$ cat src/rtl/otfq_pkg.sv
// shared widths and types for the over temperature fault qualifier
`default_nettype none

package otfq_pkg;

    localparam int SENSOR_W    = 10;
    localparam int TICK_W      = 16;
    localparam int NUM_LANES   = 3;
    localparam int PHASE_W     = 3;
    localparam int CFG_ADDR_W  = 2;
    localparam int CFG_DATA_W  = 16;
    localparam int S_TDATA_W   = 40;
    localparam int M_TDATA_W   = 8;

    typedef enum logic [CFG_ADDR_W-1:0] {
        REG_SET_LEVEL   = 2'd0,
        REG_SET_TICKS   = 2'd1,
        REG_CLEAR_LEVEL = 2'd2,
        REG_CLEAR_TICKS = 2'd3
    } cfg_index_t;

    typedef struct packed {
        logic [SENSOR_W-1:0] set_level;
        logic [TICK_W-1:0]   set_ticks;
        logic [SENSOR_W-1:0] clear_level;
        logic [TICK_W-1:0]   clear_ticks;
    } cfg_t;

    typedef struct packed {
        logic hot;
        logic cool;
    } lane_flags_t;

    typedef struct packed {
        logic charger_active;
        logic charger_off;
        logic device_standby;
        logic device_starting;
    } status_flags_t;

endpackage

`default_nettype wire

$ cat src/rtl/otfq_lane.sv
// one sensor lane: compares a reading against the set and clear levels
`default_nettype none

module otfq_lane (
    input  wire logic [otfq_pkg::SENSOR_W-1:0] sensor,
    input  wire logic [otfq_pkg::SENSOR_W-1:0] set_level,
    input  wire logic [otfq_pkg::SENSOR_W-1:0] clear_level,
    output otfq_pkg::lane_flags_t               flags
);
    import otfq_pkg::*;

    // lower reading means hotter
    assign flags.hot  = (sensor <= set_level);
    assign flags.cool = (sensor >= clear_level);

endmodule

`default_nettype wire

$ cat src/rtl/otfq_fsm.sv
// lane merge, phase state machine, tick timer and result register
`default_nettype none

module otfq_fsm (
    input  wire logic                                   aclk,
    input  wire logic                                   aresetn,
    input  wire logic                                   accept,
    input  wire otfq_pkg::lane_flags_t [otfq_pkg::NUM_LANES-1:0] lane_flags,
    input  wire otfq_pkg::status_flags_t                status,
    input  wire otfq_pkg::cfg_t                         cfg,
    input  wire logic                                   m_tready,
    output logic                                        m_tvalid,
    output logic                                        over_temp_fault,
    output logic [otfq_pkg::PHASE_W-1:0]                check_phase
);
    import otfq_pkg::*;

    typedef enum logic [PHASE_W-1:0] {
        PH_INIT      = 3'd0,
        PH_NORMAL    = 3'd1,
        PH_ON_CHECK  = 3'd2,
        PH_FAULT     = 3'd3,
        PH_OFF_CHECK = 3'd4
    } phase_t;

    phase_t              phase_reg, phase_next;
    logic [TICK_W-1:0]   count_reg, count_next, count_inc;
    logic                running_reg, running_next;
    logic                fault_reg, fault_next;
    logic                m_tvalid_reg, m_tvalid_next;
    logic                any_hot, all_cool;

    // merge of lane results
    always_comb begin
        any_hot  = 1'b0;
        all_cool = 1'b1;
        for (int i = 0; i < NUM_LANES; i++) begin
            any_hot  = any_hot | lane_flags[i].hot;
            all_cool = all_cool & lane_flags[i].cool;
        end
    end

    always_comb begin
        count_inc = count_reg;
        if (running_reg && (count_reg != {TICK_W{1'b1}})) begin
            count_inc = count_reg + 1'b1;
        end

        phase_next   = phase_reg;
        count_next   = count_inc;
        running_next = running_reg;
        fault_next   = fault_reg;

        unique case (phase_reg)
            PH_INIT: begin
                fault_next   = 1'b0;
                running_next = 1'b0;
                count_next   = '0;
                phase_next   = PH_NORMAL;
            end
            PH_NORMAL: begin
                if (status.charger_active && !status.device_standby &&
                    !status.device_starting && any_hot) begin
                    running_next = 1'b1;
                    count_next   = '0;
                    phase_next   = PH_ON_CHECK;
                end
            end
            PH_ON_CHECK: begin
                if (status.charger_off || status.device_standby || !any_hot) begin
                    running_next = 1'b0;
                    count_next   = '0;
                    phase_next   = PH_NORMAL;
                end else if (count_inc >= cfg.set_ticks) begin
                    running_next = 1'b0;
                    count_next   = '0;
                    fault_next   = 1'b1;
                    phase_next   = PH_FAULT;
                end
            end
            PH_FAULT: begin
                if (status.charger_off) begin
                    fault_next = 1'b0;
                    phase_next = PH_NORMAL;
                end else if (all_cool) begin
                    running_next = 1'b1;
                    count_next   = '0;
                    phase_next   = PH_OFF_CHECK;
                end
            end
            PH_OFF_CHECK: begin
                if (status.charger_off || (count_inc >= cfg.clear_ticks)) begin
                    running_next = 1'b0;
                    count_next   = '0;
                    fault_next   = 1'b0;
                    phase_next   = PH_NORMAL;
                end else if (!all_cool) begin
                    running_next = 1'b0;
                    count_next   = '0;
                    fault_next   = 1'b1;
                    phase_next   = PH_FAULT;
                end
            end
            default: begin
                phase_next = PH_INIT;
            end
        endcase

        m_tvalid_next = m_tvalid_reg;
        if (accept) begin
            m_tvalid_next = 1'b1;
        end else if (m_tready) begin
            m_tvalid_next = 1'b0;
        end
    end

    always_ff @(posedge aclk) begin
        if (!aresetn) begin
            phase_reg    <= PH_INIT;
            count_reg    <= '0;
            running_reg  <= 1'b0;
            fault_reg    <= 1'b0;
            m_tvalid_reg <= 1'b0;
        end else begin
            if (accept) begin
                phase_reg   <= phase_next;
                count_reg   <= count_next;
                running_reg <= running_next;
                fault_reg   <= fault_next;
            end
            m_tvalid_reg <= m_tvalid_next;
        end
    end

    // state only moves on an accepted request, so it doubles as the result
    assign m_tvalid        = m_tvalid_reg;
    assign over_temp_fault = fault_reg;
    assign check_phase     = phase_reg;

endmodule

`default_nettype wire

$ cat src/rtl/over_temperature_fault_qualifier.sv
// top level of the over temperature fault qualifier
//
// one request per tick on the s_ channel carries three ntc readings and
// the charger and device status flags; each request yields exactly one
// result on the m_ channel with the fault flag and the check phase as
// they stand after that tick.
// three compare lanes work on the readings side by side and a merge
// feeds the phase machine and its 16-bit saturating tick timer.
// latency: the result is valid in the cycle after the request is taken.
// throughput: one request per cycle; s_tready stays high while the
// result register is empty or being drained in the same cycle.
// when the receiver stalls, the result holds and s_tready stays low,
// so requests wait until m_tready returns. reset (aresetn low at a clock
// edge) puts the machine in its init phase, stops the timer, clears the
// fault and all four registers. registers are written through cfg_we /
// cfg_addr / cfg_wdata; users write them only while idle (unchecked).
`default_nettype none

module over_temperature_fault_qualifier (
    input  wire logic                                aclk,
    input  wire logic                                aresetn,
    input  wire logic                                s_tvalid,
    output logic                                     s_tready,
    // sensor_a, sensor_b, sensor_c, charger_active, charger_off,
    // device_standby, device_starting, zero pad
    input  wire logic [otfq_pkg::S_TDATA_W-1:0]      s_tdata,
    output logic                                     m_tvalid,
    input  wire logic                                m_tready,
    // over_temp_fault, check_phase, zero pad
    output logic [otfq_pkg::M_TDATA_W-1:0]           m_tdata,
    input  wire logic                                cfg_we,
    input  wire logic [otfq_pkg::CFG_ADDR_W-1:0]     cfg_addr,
    input  wire logic [otfq_pkg::CFG_DATA_W-1:0]     cfg_wdata
);
    import otfq_pkg::*;

    cfg_t                               cfg_reg;
    logic [SENSOR_W-1:0]                sensors [NUM_LANES];
    lane_flags_t [NUM_LANES-1:0]        lane_flags;
    status_flags_t                      status;
    logic                               accept;
    logic                               fault;
    logic [PHASE_W-1:0]                 phase;

    always_ff @(posedge aclk) begin
        if (!aresetn) begin
            cfg_reg <= '0;
        end else if (cfg_we) begin
            unique case (cfg_index_t'(cfg_addr))
                REG_SET_LEVEL:   cfg_reg.set_level   <= cfg_wdata[SENSOR_W-1:0];
                REG_SET_TICKS:   cfg_reg.set_ticks   <= cfg_wdata[TICK_W-1:0];
                REG_CLEAR_LEVEL: cfg_reg.clear_level <= cfg_wdata[SENSOR_W-1:0];
                REG_CLEAR_TICKS: cfg_reg.clear_ticks <= cfg_wdata[TICK_W-1:0];
                default: ;
            endcase
        end
    end

    assign s_tready = !m_tvalid || m_tready;
    assign accept   = s_tvalid && s_tready;

    always_comb begin
        for (int i = 0; i < NUM_LANES; i++) begin
            sensors[i] = s_tdata[i*SENSOR_W +: SENSOR_W];
        end
    end

    assign status.charger_active  = s_tdata[NUM_LANES*SENSOR_W];
    assign status.charger_off     = s_tdata[NUM_LANES*SENSOR_W + 1];
    assign status.device_standby  = s_tdata[NUM_LANES*SENSOR_W + 2];
    assign status.device_starting = s_tdata[NUM_LANES*SENSOR_W + 3];

    for (genvar g = 0; g < NUM_LANES; g++) begin : g_lane
        otfq_lane u_lane (
            .sensor      (sensors[g]),
            .set_level   (cfg_reg.set_level),
            .clear_level (cfg_reg.clear_level),
            .flags       (lane_flags[g])
        );
    end

    otfq_fsm u_fsm (
        .aclk            (aclk),
        .aresetn         (aresetn),
        .accept          (accept),
        .lane_flags      (lane_flags),
        .status          (status),
        .cfg             (cfg_reg),
        .m_tready        (m_tready),
        .m_tvalid        (m_tvalid),
        .over_temp_fault (fault),
        .check_phase     (phase)
    );

    assign m_tdata = {{(M_TDATA_W-PHASE_W-1){1'b0}}, phase, fault};

endmodule

`default_nettype wire

$ cat config.mk
export PLATFORM = sky130hd
export DESIGN_NAME = over_temperature_fault_qualifier
export DESIGN_NICKNAME = d
export VERILOG_FILES = /design/src/rtl/otfq_pkg.sv /design/src/rtl/otfq_lane.sv /design/src/rtl/otfq_fsm.sv /design/src/rtl/over_temperature_fault_qualifier.sv
export SDC_FILE = /design/constraint.sdc
export NUM_CORES = 1
export LEC_CHECK = 0
export BUFFER_PORTS_ARGS = -buffer_cell sky130_fd_sc_hd__buf_2
export CORE_ASPECT_RATIO = 1.25
export CORE_UTILIZATION = 53
export DETAILED_ROUTE_END_ITERATION = 10
export HOLD_SLACK_MARGIN = 0.02
export PLACE_DENSITY = 0.79
export SYNTH_ARGS = -nofsm -noshare
export SYNTH_HDL_FRONTEND = slang
export SYNTH_SLANG_ARGS = --single-unit
export TNS_END_PERCENT = 50
$ cat constraint.sdc
create_clock -name aclk -period 3.79 [get_ports aclk]
set_input_delay 0.1895 -clock aclk [delete_from_list [all_inputs] [get_ports aclk]]
set_output_delay 0.1895 -clock aclk [all_outputs]
set_load 0.02 [all_outputs]
==> metrics, run 1 <==
final count of hold timing violations 0; Final Hold Slack between 0.09 and 0.1 ns; area post-placement 6250 sq um; reg-to-reg startpoint u_fsm.count_reg[7]; reg2reg path depth 16; clk buf depth 2; Synth area leader dfxtp_1; Power Density 316 nW/um^2; total wire length 16.8 mm; Hold Startpoint cfg_wdata[13]; Logic pwr share between 15 and 20%; vias in the first global route ~5400; leading cell type in the layout, fill and taps excluded nand2_1; status finished, violations left; CTS Hold Buffers Added 0; Finished Cell Area between 7000 and 8000 sq um; Chip Width approximately 93 um; H-Tree Depth 3; Final nets slightly below 1000; Initial Util a little over half; CTS tree yes; fin. max-slew vios 0; die area about 11000 sq um; Synth cell types 66; met3 WL 1.03 mm; WS Path Type reg2reg; ys flop type dfxtp_1; GP Congestion just under 0.9; Seq pwr share between 30% and 40%; Int Pwr around 1.6 mW; ys async rst share 0%; Synth Register Bits between 70 and 80; CP Launch Point u_fsm.count_reg[7]; global-route wire length before repair roughly 25 mm; Place WS -0.388 ns; Synthesis Warnings 0; clock transition at the registers of the reported paths ~0.060 ns; Core Region ~10000 sq um; dpl cells roughly 920; grt ovf 0; failing checks negative setup slack; dominant cells by area after synthesis dfxtp_1 (27%), ha_1 (21%), nand2_1 (8.4%); Slew @ Worst Pin 1.07 ns; Worst Hold Class in2reg; Syn Std Cell Area about 5500 sq um; final non-filler cell total 954; TritonCTS Sinks between 70 and 80; Largest register FFs 52; clk root buf clkbuf_16; CTS Buf Count 9; NetSw around 0.6 mW; clock share of power between 40% and 50%; commonest non-fill, non-tap cells in the layout nand2_1 (122), ha_1 (87), a21oi_1 (85); filler instances just over 700; Power Total about 2.2 mW; n_diodes 0; number of port buffers between 60 and 70; Worst VDD drop between 0.2 and 0.3 mV; Final Core Density 69.9%; total number of vias about 5800; Switching Fraction about a quarter; DR iter-0 viols between 500 and 600; num ports 73; share of the synthesized area in the top cell type between 20% and 30%; largest net degree at the start of global routing 42; final worst-path cycle share 105%; Data arrival, critical path 4.24 ns; initial antenna violation count 0; FF-to-FF setup slack -0.18 ns; count of final setup violators 20; Die Span Y around 120 um; critical-path maximum fanout 6; Pre-antenna DRT Iters 6; kind of end point of the critical path flop; Synth Area per Inst between 7 and 8 sq um; CP required 4.05 ns; Tmin final 3.97 ns; Fin Clk Skew 0.00538 ns; Worst slew margin around 28%; Worst Setup Slack, final -0.183 ns; sequential fraction of the synthesis area between 20 and 30%; LEAKAGE around 3.1 nW; reg2reg end u_fsm.count_reg[12]; Vias/cell between 6 and 7; crit path to u_fsm.count_reg[12]; Post-route DRC 0; layout cells sized above 1 24.7%; FMAX around 250 MHz; routed len/inst ~18 um; total of max-cap violations 0; setup TNS -2.39 ns; highest metal used met4; area grow syn2layout 28.2%; M1 WL approximately 6.5 mm; hold path cells 3; Antenna Violating Nets Remaining 0; met2 routed WL roughly 8.4 mm; Setup crit start kind flop; Tot GR Track Use between 30% and 40%; detailed placer's ending HPWL approximately 11 mm; RSZ-0062 raised after global routing yes; EDFF count, synth 0; clock latency on the worst-skew pair 0.33 ns; Post-Syn Instances 706; row cnt 41
## worst max-delay path, cell delays in order, from the launching register on
cell,delay (ns)
dfxtp_2,0.33
and4_4,0.23
nand4_1,0.22
o31ai_4,0.31
buf_4,0.20
xor2_2,0.22
buf_4,0.15
ha_1,0.21
or3b_1,0.38
o211ai_1,0.17
a2111oi_4,0.14
o21ai_2,0.28
nor4b_4,0.31
a311o_2,0.28
buf_6,0.17
o211ai_1,0.13
a21oi_1,0.17
## final cells by class
class,instances,area [sq um],area share [%]
inverter,62,233,3.29
timing repair buffer,128,821,11.6
tap,129,161,2.29
clock inverter,4,97.6,1.38
multi-input combinational,545,4010,56.7
sequential,74,1490,21.0
clock buffer,12,256,3.63
## worst min-delay path by stage
stage,end,slack [ns]
finish,cfg_reg[13],0.1
global route,cfg_reg[39],0.11
CTS,cfg_reg[11],0.10
detailed placement,u_fsm.over_temp_fault,0.44
global placement,u_fsm.over_temp_fault,0.44
floorplan,u_fsm.m_tvalid,0.32
## kinds of logic (layout without fill, tap and decap cells)
group                      count (synthesis)  count (layout)  share of synthesized area [%]
DFF                                       74              74                           26.9
and+or+nand+nor                          248             248                           21.4
other                                      1               4                         0.0681
xor gates and xnor gates                  13              13                           2.07
buffers and inverters                     91             206                           6.79
adders and majority gates                 93              93                           21.1
AOI/OAI and AO/OA                        183             184                           21.1
muxes                                      3               3                          0.568
## routing by layer
metal  GRT usage, %  vias up
met5              0        -
met4           17.2        0
met3           3.61       67
met2           53.1      284
met1           34.8     2719
li1               -     2728
## synthesized netlist by cell type, types with 11 or more instances
master,instances
nand2_1,123
ha_1,93
a21oi_1,88
dfxtp_1,74
inv_1,61
nor2_1,40
clkbuf_1,18
o21ai_0,18
a21o_1,11
and3_1,11
nand4_1,11
nor3_1,11
## power groups by stage
stage / Sequential, mW / Clock (mW) / Combinational (mW)
2_1_floorplan: 0.835 / 0 / 0.227
6_report: 0.819 / 1.01 / 0.405
5_1_grt: 0.821 / 1.04 / 0.444
4_1_cts: 0.818 / 1.01 / 0.373
3_3_place_gp: 0.833 / 0 / 0.328
3_5_place_dp: 0.834 / 0 / 0.347
## repair_timing
action,CTS,global route
setup buffers,0,13
pin swaps,32,32
gates resized for setup,27,35
gates cloned,2,0
setup endpoints to repair,20,21
(Power assumes the default switching activity.)
==> inputs of run 2 (changes only) <==
--- a/config.mk
+++ b/config.mk
@@ -11,6 +11,7 @@
 export DETAILED_ROUTE_END_ITERATION = 10
 export HOLD_SLACK_MARGIN = 0.02
 export PLACE_DENSITY = 0.79
+export REMOVE_ABC_BUFFERS = 1
 export SYNTH_ARGS = -nofsm -noshare
 export SYNTH_HDL_FRONTEND = slang
 export SYNTH_SLANG_ARGS = --single-unit
==> run 2 against run 1 <==
Against the previous run:
- the run still ends with negative setup slack left
- power fell by 7.7%
- sequential share of layout area increased by 0.57 points
- setup slack better by 0.0042 ns
- sequential cell count unchanged
- global-route usage fell by 0.065 points
- utilization decreased by 1.7 points
- sequential power hardly changed
- cell count shrank 1.7%
- register-to-register slack hardly changed
- fmax rose by 0.11%
- clock-buffer cell count fell by 3
- non-clock buffer count fell by 15
==> metrics, run 2 (synthesized netlist as in run 1, its figures left out) <==
total wire length 16.0 mm (-5.2%); Worst Setup Slack, final -0.179 ns (+0.00422 ns); Final Hold Slack 0.0910 ns (-0.00864 ns); row cnt 41 (unchanged); total of max-cap violations 0 (unchanged); Core Region 10100 sq um (unchanged); CTS Buf Count 9 (unchanged); CTS Hold Buffers Added 0 (unchanged); Fin Clk Skew 0.00675 ns (+0.00137 ns); area grow syn2layout 25.0%; clock latency on the worst-skew pair 0.34 ns (about the same); clock transition at the registers of the reported paths 0.07 ns (about the same); failing checks negative setup slack; Chip Width 93.2 um (unchanged); TritonCTS Sinks 74 (unchanged); Worst Hold Class in2reg; layout cells sized above 1 23.4% (-1.4 points); initial antenna violation count 0 (unchanged); Power Total 2.06 mW (-7.7%); global-route wire length before repair 25.3 mm (-0.35%); Post-route DRC 0 (unchanged); die area 10800 sq um (unchanged); filler instances 797 (+9.6%); final non-filler cell total 938 (-1.7%); dpl cells 912 (-1.3%); n_diodes 0 (unchanged); RSZ-0062 raised after global routing yes; largest net degree at the start of global routing 69 (+64%); total number of vias 5588 (-3.6%); Die Span Y 116 um (unchanged); fin. max-slew vios 0 (unchanged); commonest non-fill, non-tap cells in the layout nand2_1 (120), ha_1 (88), a21oi_1 (84); H-Tree Depth 3 (unchanged); final worst-path cycle share 105% (-0.11 points); Vias/cell 5.96 (-2.0%); area post-placement 6180 sq um (-1.2%); leading cell type in the layout, fill and taps excluded nand2_1; Final nets 960 (-1.6%); final count of hold timing violations 0 (unchanged); Tmin final 3.97 ns (-0.00422 ns); Initial Util 54.5% (unchanged); LEAKAGE 2.95 nW (-5.2%); vias in the first global route 5512 (+2.3%); num ports 73 (unchanged); Largest register FFs 52 (unchanged); WS Path Type reg2reg; worst path cell trace and4_1 > nand4_1 > o31ai_4 > nor3_4 > buf_6 > and4_4 > xor2_4 > ha_4 > and4_1 > nand2_2 > o41ai_4 > nor3_2 > o211a_1 > a311o_2 > buf_6 > o21a_1 > o31a_1; Pre-antenna DRT Iters 5 (-1); Slew @ Worst Pin 1.21 ns (+0.142 ns); Power Density 299 nW/um^2 (-5.4%); FMAX 252 MHz (+0.11%); kind of end point of the critical path flop; Worst slew margin 19.1% (-9.3 points); clk root buf clkbuf_16; CTS tree yes; Setup crit start kind flop; critical-path maximum fanout 3 (-3); Tot GR Track Use 29.9% (-0.065 points); grt ovf 0 (unchanged); status finished, violations left; CP required 4.02 ns (-0.03 ns); GP Congestion 0.901 (+2.7%); CP peak stage delay 0.42 ns (+0.04 ns); setup TNS -2.23 ns (+0.159 ns); number of port buffers 62 (unchanged); clk buf depth 2 (unchanged); DR iter-0 viols 307 (-46%); detailed placer's ending HPWL 11.4 mm (+0.70%); Antenna Violating Nets Remaining 0 (unchanged); routed len/inst 17.0 um (-3.6%); Finished Cell Area 6890 sq um (-2.5%); slowest stage cell, crit path a311o_2; Worst VDD drop 0.291 mV (+6.1%); Data arrival, critical path 4.20 ns (-0.04 ns); count of final setup violators 20 (unchanged)
==> run 2: cell types whose count changed in the layout (fill, tap and decap cells not counted), sizes merged <==
cell	before	now
a311o	2	1
buf	128	113
bufinv	3	0
clkbuf	12	9
clkinvlp	1	3
inv	62	66
==> run 2: routing by layer <==
metal	GRT usage, %	share of wire (%)
met5	0	0
met4	16.8	5.2
met3	3.81	5.4
met2	54.9	51
met1	33.3	39
==> run 2: critical path: cells and delay by family, from the launching register on <==
kind | cells | cell delay (ns)
AOI/OAI and AO/OA | 6 | 1.69
and+or+nand+nor | 7 | 1.06
DFF | 1 | 0.35
buffers and inverters | 2 | 0.28
adders and majority gates | 1 | 0.27
xor gates and xnor gates | 1 | 0.18
==> run 2: power by group <==
| group | internal, mW | switching, mW |
|---|---|---|
| Combinational | 0.168 | 0.237 |
| Clock | 0.455 | 0.384 |
| Sequential | 0.801 | 0.0168 |
| Total | 1.42 | 0.638 |
==> run 2: timing repair <==
| action | in CTS | in global routing |
|---|---|---|
| gates resized for setup | 41 | 26 |
| pin swaps | 30 | 17 |
| buffers inserted | 7 | 3 |
| setup endpoints to repair | 20 | 20 |
| cloned | 1 | 0 |
| endpoints found under the hold margin | 0 | 0 |
==> run 2: metrics by stage <==
| step | worst slack, ns | util [%] |
|---|---|---|
| 5_1_grt | -0.310 | 68.2 |
| 3_5_place_dp | -0.222 | 61.1 |
| 4_1_cts | -0.0489 | 66.8 |
| 3_3_place_gp | -0.0917 | 61.1 |
| 6_report | -0.179 | 68.2 |
| 2_1_floorplan | -0.0755 | - |
==> run 2: path summary, 6_finish.rpt <==
path,from,to,depth (start not counted),slack (ns)
setup / recovery,u_fsm.count_reg[6],u_fsm.check_phase[0],17,-0.18
hold reg to reg,u_fsm.over_temp_fault,u_fsm.over_temp_fault,2,0.45
hold / removal,cfg_wdata[12],cfg_reg[38],3,0.09
setup reg to reg,u_fsm.count_reg[6],u_fsm.check_phase[0],17,-0.18
==> run 2: layout make-up <==
cell class	instances	area [sq um]	share of cell area, %
multi-input combinational	544	3980	57.8
clock buffer	9	225	3.27
timing repair buffer	113	737	10.7
sequential	74	1490	21.6
clock inverter	7	60.1	0.872
tap	129	161	2.34
inverter	62	233	3.38
